<file path="src/hw/rtl/cursor_list_two_stacks_unit_assert.svh">
// assertion macros shared by the cursor list blocks
// each use checks on the rising edge of clk and is masked while arst_n is low
`ifndef CURSOR_LIST_TWO_STACKS_UNIT_ASSERT_SVH
`define CURSOR_LIST_TWO_STACKS_UNIT_ASSERT_SVH

// implication checked in the same cycle
`define CLS_ASSERT_NOW(lbl, ante, cons, msg) \
	lbl: assert property (@(posedge clk) disable iff (!arst_n) (ante) |-> (cons)) \
		else $error(msg);

// implication checked in the following cycle
`define CLS_ASSERT_NEXT(lbl, ante, cons, msg) \
	lbl: assert property (@(posedge clk) disable iff (!arst_n) (ante) |=> (cons)) \
		else $error(msg);

`endif

</file>
<file path="src/hw/rtl/cls_pkg.sv">
package cls_pkg;

	localparam int unsigned DATA_W = 32;
	localparam int unsigned MODE_W = 3;
	localparam int unsigned STATUS_W = 2;

	typedef enum logic [MODE_W-1:0] {
		MODE_INSERT  = 3'd0,
		MODE_RIGHT   = 3'd1,
		MODE_LEFT    = 3'd2,
		MODE_DELETE  = 3'd3,
		MODE_OBSERVE = 3'd4
	} cls_mode_t;

	typedef enum logic [STATUS_W-1:0] {
		STATUS_OK    = 2'd0,
		STATUS_EMPTY = 2'd1,
		STATUS_FULL  = 2'd2
	} cls_status_t;

	// push alone shifts deeper, pop alone shifts up, both replace the top
	typedef struct packed {
		logic push;
		logic pop;
	} cls_stack_ctrl_t;

	typedef struct packed {
		logic empty;
		logic single;
		logic full;
	} cls_stack_stat_t;

endpackage

</file>
<file path="src/hw/rtl/cls_cell.sv">
module cls_cell (
	input  logic                        clk,
	input  cls_pkg::cls_stack_ctrl_t    ctrl,
	input  logic [cls_pkg::DATA_W-1:0]  up_data,
	input  logic [cls_pkg::DATA_W-1:0]  down_data,
	output logic [cls_pkg::DATA_W-1:0]  q
);

	logic [cls_pkg::DATA_W-1:0] value_q;

	// push or replace takes from above, pop from below
	always_ff @(posedge clk) begin
		if (ctrl.push) begin
			value_q <= up_data;
		end else if (ctrl.pop) begin
			value_q <= down_data;
		end
	end

	assign q = value_q;

endmodule

</file>
<file path="src/hw/rtl/cls_stack.sv">
`include "cursor_list_two_stacks_unit_assert.svh"

module cls_stack #(
	parameter int unsigned DEPTH = 64
) (
	input  logic                        clk,
	input  logic                        arst_n,
	input  cls_pkg::cls_stack_ctrl_t    ctrl,
	input  logic [cls_pkg::DATA_W-1:0]  push_data,
	output logic [cls_pkg::DATA_W-1:0]  top,
	output logic [cls_pkg::DATA_W-1:0]  second,
	output cls_pkg::cls_stack_stat_t    stat
);

	localparam int unsigned CNT_W = $clog2(DEPTH + 1);

	logic [CNT_W-1:0]          count_q;
	logic [cls_pkg::DATA_W-1:0] cell_q [DEPTH];

	// cell 0 is the top, data walks one cell per push or pop
	for (genvar i = 0; i < DEPTH; i++) begin : g_cell
		cls_pkg::cls_stack_ctrl_t   cell_ctrl;
		logic [cls_pkg::DATA_W-1:0] up_d;
		logic [cls_pkg::DATA_W-1:0] down_d;

		if (i == 0) begin : g_head
			assign cell_ctrl = ctrl;
			assign up_d      = push_data;
		end else begin : g_body
			// a top replacement leaves the deeper cells alone
			assign cell_ctrl = (ctrl.push && ctrl.pop) ? '0 : ctrl;
			assign up_d      = cell_q[i-1];
		end

		if (i == DEPTH - 1) begin : g_tail
			assign down_d = '0;
		end else begin : g_mid
			assign down_d = cell_q[i+1];
		end

		cls_cell u_cell (
			.clk       (clk),
			.ctrl      (cell_ctrl),
			.up_data   (up_d),
			.down_data (down_d),
			.q         (cell_q[i])
		);
	end

	always_ff @(posedge clk or negedge arst_n) begin
		if (!arst_n) begin
			count_q <= '0;
		end else if (ctrl.push && !ctrl.pop) begin
			count_q <= count_q + CNT_W'(1);
		end else if (ctrl.pop && !ctrl.push) begin
			count_q <= count_q - CNT_W'(1);
		end
	end

	assign top         = cell_q[0];
	assign second      = cell_q[1];
	assign stat.empty  = (count_q == '0);
	assign stat.single = (count_q == CNT_W'(1));
	assign stat.full   = (count_q == CNT_W'(DEPTH));

	`CLS_ASSERT_NOW(a_no_pop_empty, ctrl.pop && !ctrl.push, !stat.empty, "pop on empty stack")
	`CLS_ASSERT_NOW(a_no_push_full, ctrl.push && !ctrl.pop, !stat.full, "push on full stack")
	`CLS_ASSERT_NOW(a_count_range, 1'b1, count_q <= CNT_W'(DEPTH), "count beyond depth")

endmodule

</file>
<file path="config.mk">
export PLATFORM = sky130hd
export DESIGN_NAME = cls_stack
export DESIGN_NICKNAME = d
export VERILOG_FILES = /design/src/hw/rtl/cls_pkg.sv /design/src/hw/rtl/cls_cell.sv /design/src/hw/rtl/cls_stack.sv
export VERILOG_INCLUDE_DIRS = /design/src /design/src/hw/rtl
export SDC_FILE = /design/constraint.sdc
export NUM_CORES = 2
export LEC_CHECK = 0
export BUFFER_PORTS_ARGS = -buffer_cell sky130_fd_sc_hd__buf_2
export CAP_MARGIN = 20
export CORE_MARGIN = 5
export CORE_UTILIZATION = 49
export DETAILED_ROUTE_END_ITERATION = 7
export MAX_ROUTING_LAYER = met4
export PLACE_DENSITY = 0.69
export SLEW_MARGIN = 20
export SYNTH_ARGS = -nofsm -noshare
export SYNTH_HDL_FRONTEND = slang
export SYNTH_SLANG_ARGS = --single-unit
</file>
<file path="constraint.sdc">
create_clock -name clk -period 3.76 [get_ports clk]
set_clock_uncertainty 0.2 [all_clocks]
set_input_delay 0 -clock clk [delete_from_list [all_inputs] [get_ports clk]]
set_output_delay 0 -clock clk [all_outputs]
set_load 0.1 [all_outputs]
</file>
# After elaboration in Yosys (flattened, before gate mapping)
# Cells that the tools add are included.
dict set report word_totals {
  regBits 2055
  output_inout_bits 67
  in_bits 36
  wordCells 209
}
dict set report classes {
  add_sub_neg 2
  muxes 131
  n_reduce_logical 9
  n_eq_ne 2
}
# op count
set ops {}
lappend ops {{$mux 32} 128}
lappend ops {{$mux 7} 2}
lappend ops {{$add 7x1->7 const B} 1}
lappend ops {{$eq 7x1->1 const B} 1}
lappend ops {{$eq 7x7->1 const B} 1}
lappend ops {{$logic_not 7->1} 1}
lappend ops {{$sub 7x1->7 const B} 1}
lappend ops {{$reduce_bool 2->1} 3}
lappend ops {{$logic_and 1x1->1} 3}
lappend ops {{$logic_not 1->1} 2}
lappend ops {{$mux 2} 1}

# Longest topological paths before layout
dict set report depth {
  depth_word 4
  depth_mapped 7
  depth_no_buf 5
}

# Hierarchy
# From an unflattened synthesis, not the netlist that was laid out.
dict set report hier_totals {
  hier_cells 4466
  area_unflattened_um2 97011.8
}
# module n_inst area_each_um2 seq_area_each_um2 cells_per_inst
set by_module_without_submodules {}
lappend by_module_without_submodules {cls_cell 64 1507.7 960.9 69}
lappend by_module_without_submodules {cls_stack 1 519.2 175.2 50}

# Worst setup path before layout
# No wires, ideal clock.
dict set report synth_path {
  path_kind {in2reg}
  startpoint {input ctrl[1] in the netlist's numbering}
  endpoint {register g_cell[10].u_cell.value_q (netlist bit g_cell[10].u_cell.q[0]) (enable)}
  stages 4
  n_path_buf 2
  arrival_time_ns 41.191
  required_ns 1.126
  setup_ns 2.434
  path_slack_ns -40.065
  path_cell_list {clkbuf_1 > buf_2 > inv_1 > ha_1}
}
dict set report synth_between {
  elab_chain_len 3
}
# element line_no
set synth_lines {}
lappend synth_lines {{start: declaration} cls_stack.sv:8} ;# input cls_pkg::cls_stack_ctrl_t ctrl,
lappend synth_lines {{$logic_and 1x1->1} cls_stack.sv:31} ;# assign cell_ctrl = (ctrl.push && ctrl.pop) ? '0 : ctrl;
lappend synth_lines {{$mux 2 *} cls_stack.sv:31}
lappend synth_lines {{$reduce_bool 2->1 (no source line) *} --}
lappend synth_lines {{end signal: assignment} cls_cell.sv:14} ;# value_q <= up_data;
lappend synth_lines {{end signal: assignment} cls_cell.sv:16} ;# value_q <= down_data;
lappend synth_lines {{end: declaration} cls_cell.sv:9} ;# logic [cls_pkg::DATA_W-1:0] value_q;
# Every way passes the cells marked *; elsewhere a longest branch is shown, timed or not.
# A chain may end at the register's enable or synchronous reset.

# Worst setup path in the final report
dict set report layout_path {
  startpoint {input ctrl[0] in the netlist's numbering}
  endpoint {register g_cell[43].u_cell.value_q (netlist bit g_cell[43].u_cell.q[0]) (enable)}
}
dict set report layout_between {
  elab_chain_len 3
}
# element line_no
set layout_lines {}
lappend layout_lines {{$logic_and 1x1->1} cls_stack.sv:31}
lappend layout_lines {{$mux 2 *} cls_stack.sv:31}
lappend layout_lines {{$reduce_bool 2->1 (no source line) *} --}
lappend layout_lines {{end signal: assignment} cls_cell.sv:14}
lappend layout_lines {{end signal: assignment} cls_cell.sv:16}
lappend layout_lines {{end: declaration} cls_cell.sv:9}
# Marks and branches as above.

==> results.txt <==
Result of the run - complete, no violations
Final setup fails - 0
Root buffer cell - clkbuf_16
First-pass GRT wire length - 201,000 um
# DRC - 0
CP arrival - 3320 ps
WL met1 - 59,600 um
Initial antenna violation count - 0
Worst R2R End - g_cell[0].u_cell.q[7]
Yosys cell types - 21
CP Class - in2reg
Share of layout cells above drive strength 1 - 51.8%
Nets@finish - 4,723
DIE WIDTH - 431 um
Leak Pwr - 32.7 nW
Fmax - 0.328 GHz
Final ANT Viol Nets - 0
Critical path endpoint category - flop
Worst-skew pair later-pin latency - 810 ps
DP Wirelength - 71,100 um
Max Cap Violations - 0
Drt wl/cell - 16.7 um
Crit path required time - 4030 ps
Die height - 431 um
Most frequent cells in the layout - edfxtp_1, mux2_2, clkbuf_16, dlygate4sd3_1, buf_2
Met3 wire len - 4060 um
Top Layer Used - met4
Buffers on Ports - 102
Total GRT Usage - 13.1%
R2r setup slk - 1950 ps
Number of global-route vias before repair - 38.5k
I/O pin count - 103
Leading cell type in the layout, fill and taps excluded - edfxtp_1
Seq/Total Area, Yosys - 70.9%
CP Capture Point - g_cell[43].u_cell.q[0]
Worst Tran Pin Value - 835 ps
Syn_nets - 4,417
Post-CTS Setup Bufs - 0
Avg Cell Area, Syn - 19.9 um^2
Critical path launch point - ctrl[0]
Final period utilization - 81.0%
Total chip power - 0.0563 W
Startpoint types - input port
Min Hold Slack - 312 ps
Pins Over Slew Limit - 0
Largest net degree at the start of global routing - 128
CP Max Fanout - 33
Aggregate global routing overflow - 0
N_diodes - 0
# rows - 154
Initial drt markers - 2,763
Setup tns final - 0 ps
Synth warnings - 0
RD Place Congestion - 0.695
Routed vias/inst - 5.25
Reg clk slew, reported paths - 60 ps
Slew Limit Headroom - 44.1%
Worst hold path class - reg2reg
Yosys reg bits - 2,055
Core area - 176,000 um^2
Worst R2R Start - g_cell[1].u_cell.q[7]
H-tree depth - 4
Detail Route met2 WL - 53,800 um
DR vias - 37.8k
Num CTS Buffers - 205
Minimum clock period - 3050 ps
Initial Util - 49.3%
Fin. Hold Viols - 0
Die area - 186,000 um^2
Pwr Density - 578 nW/um^2
Drt total wl - 120,000 um
Mapped cell area - 86,900 um^2
VDD IR max - 0.000489 V
RSZ-0062 raised after global routing - no
CTS tree - done
R2R depth - 2
Area growth from synthesis to layout - 12.1%
First-pass DRT Iterations - 5
Max clock buf depth - 3
Sink Count - 2,055
Syn Inst Count - 4,374
==> how the worst min path moves through the flow <==
stage	from	to	slack, ps	depth (start not counted)
2_1_floorplan	arst_n	count_q[0]	-500	0
3_3_place_gp	arst_n	count_q[6]	-350	1
3_5_place_dp	arst_n	count_q[6]	-350	1
4_1_cts	count_q[5]	count_q[5]	310	1
5_1_grt	count_q[5]	count_q[5]	320	1
6_report	count_q[6]	count_q[6]	310	1
==> stage by stage <==
step / setup slack (ps) / area [um^2] / utilization [%] / instances
floorplan: -10940 / 87000 / - / 4374
global placement: 1330 / 90100 / 51.1 / 6711
detailed placement: 1330 / 90100 / 51.1 / 6711
CTS: 678 / 97400 / 55.3 / 7190
global route: 623 / 97400 / 55.3 / 7190
finish: 713 / 97400 / 55.3 / 7190
==> worst max-delay path, stage by stage <==
cell and delay, ps:
dlygate4sd3_1 520, buf_2 90, inv_1 110, ha_4 660, dlygate4sd3_1 1180, buf_12 230
buf_12 220, buf_4 250
==> cell type report <==
type                    instances  area (um^2)
inverters                       5         21.3
clock inverters               115          998
repair buffers                329         3250
clock buffers                 262         5370
well taps                    2340         2930
multi-input cells            2084        23200
fillers                     13237        78900
flip-flops and latches       2055        61700
==> sequential cells by signal, summed over array words and instances (netlist names) <==
name and count:
g_cell.u_cell.q 2048, count_q 7
==> metal layers <==
metal / global-route usage, % / up-vias
met5: - / -
met3: 2.35 / 207
met4: 3.92 / 0
met2: 19.0 / 451
met1: 19.0 / 18974
li1: - / 18119
==> synthesized netlist by cell type <==
library cell	count	area, um^2
nor4_1	1	6.26
or4_1	1	7.51
xor2_1	1	8.76
and4_1	2	17.5
inv_1	5	18.8
buf_6	145	1630
nor2_1	2	7.51
xnor2_1	6	52.6
nor4b_1	1	8.76
and3_1	2	12.5
dfrtp_1	7	175
nand2_1	3	11.3
mux2_2	2017	22700
and2_1	34	213
buf_2	80	400
nor3_1	2	10.0
o21ai_0	3	15.0
clkbuf_1	5	18.8
o221ai_1	2	17.5
edfxtp_1	2048	61500
ha_1	7	87.6
==> kinds of logic after synthesis <==
logic type | Yosys count | share of synthesized area, %
DFF | 2055 | 70.9
muxes | 2017 | 26.1
buffers and inverters | 235 | 2.38
and+or+nand+nor | 48 | 0.338
xor gates and xnor gates | 7 | 0.0705
adders and majority gates | 7 | 0.101
AOI/OAI and AO/OA | 5 | 0.0374
==> timing repair <==
action | CTS | global route
gates resized for setup | 0 | 0
hold buffers | 102 | 0
hold endpoints to repair | 254 | 0
==> where the power goes <==
| part | leakage (nW) | switching (W) | internal (W) |
|---|---|---|---|
| Clock | 3.09 | 0.00843 | 0.0109 |
| Combinational | 9.48 | 0.00280 | 0.00316 |
| Sequential | 20.2 | 0.00156 | 0.0295 |
| Total | 32.7 | 0.0128 | 0.0435 |
No activity file was read; power rests on OpenSTA's default activity.
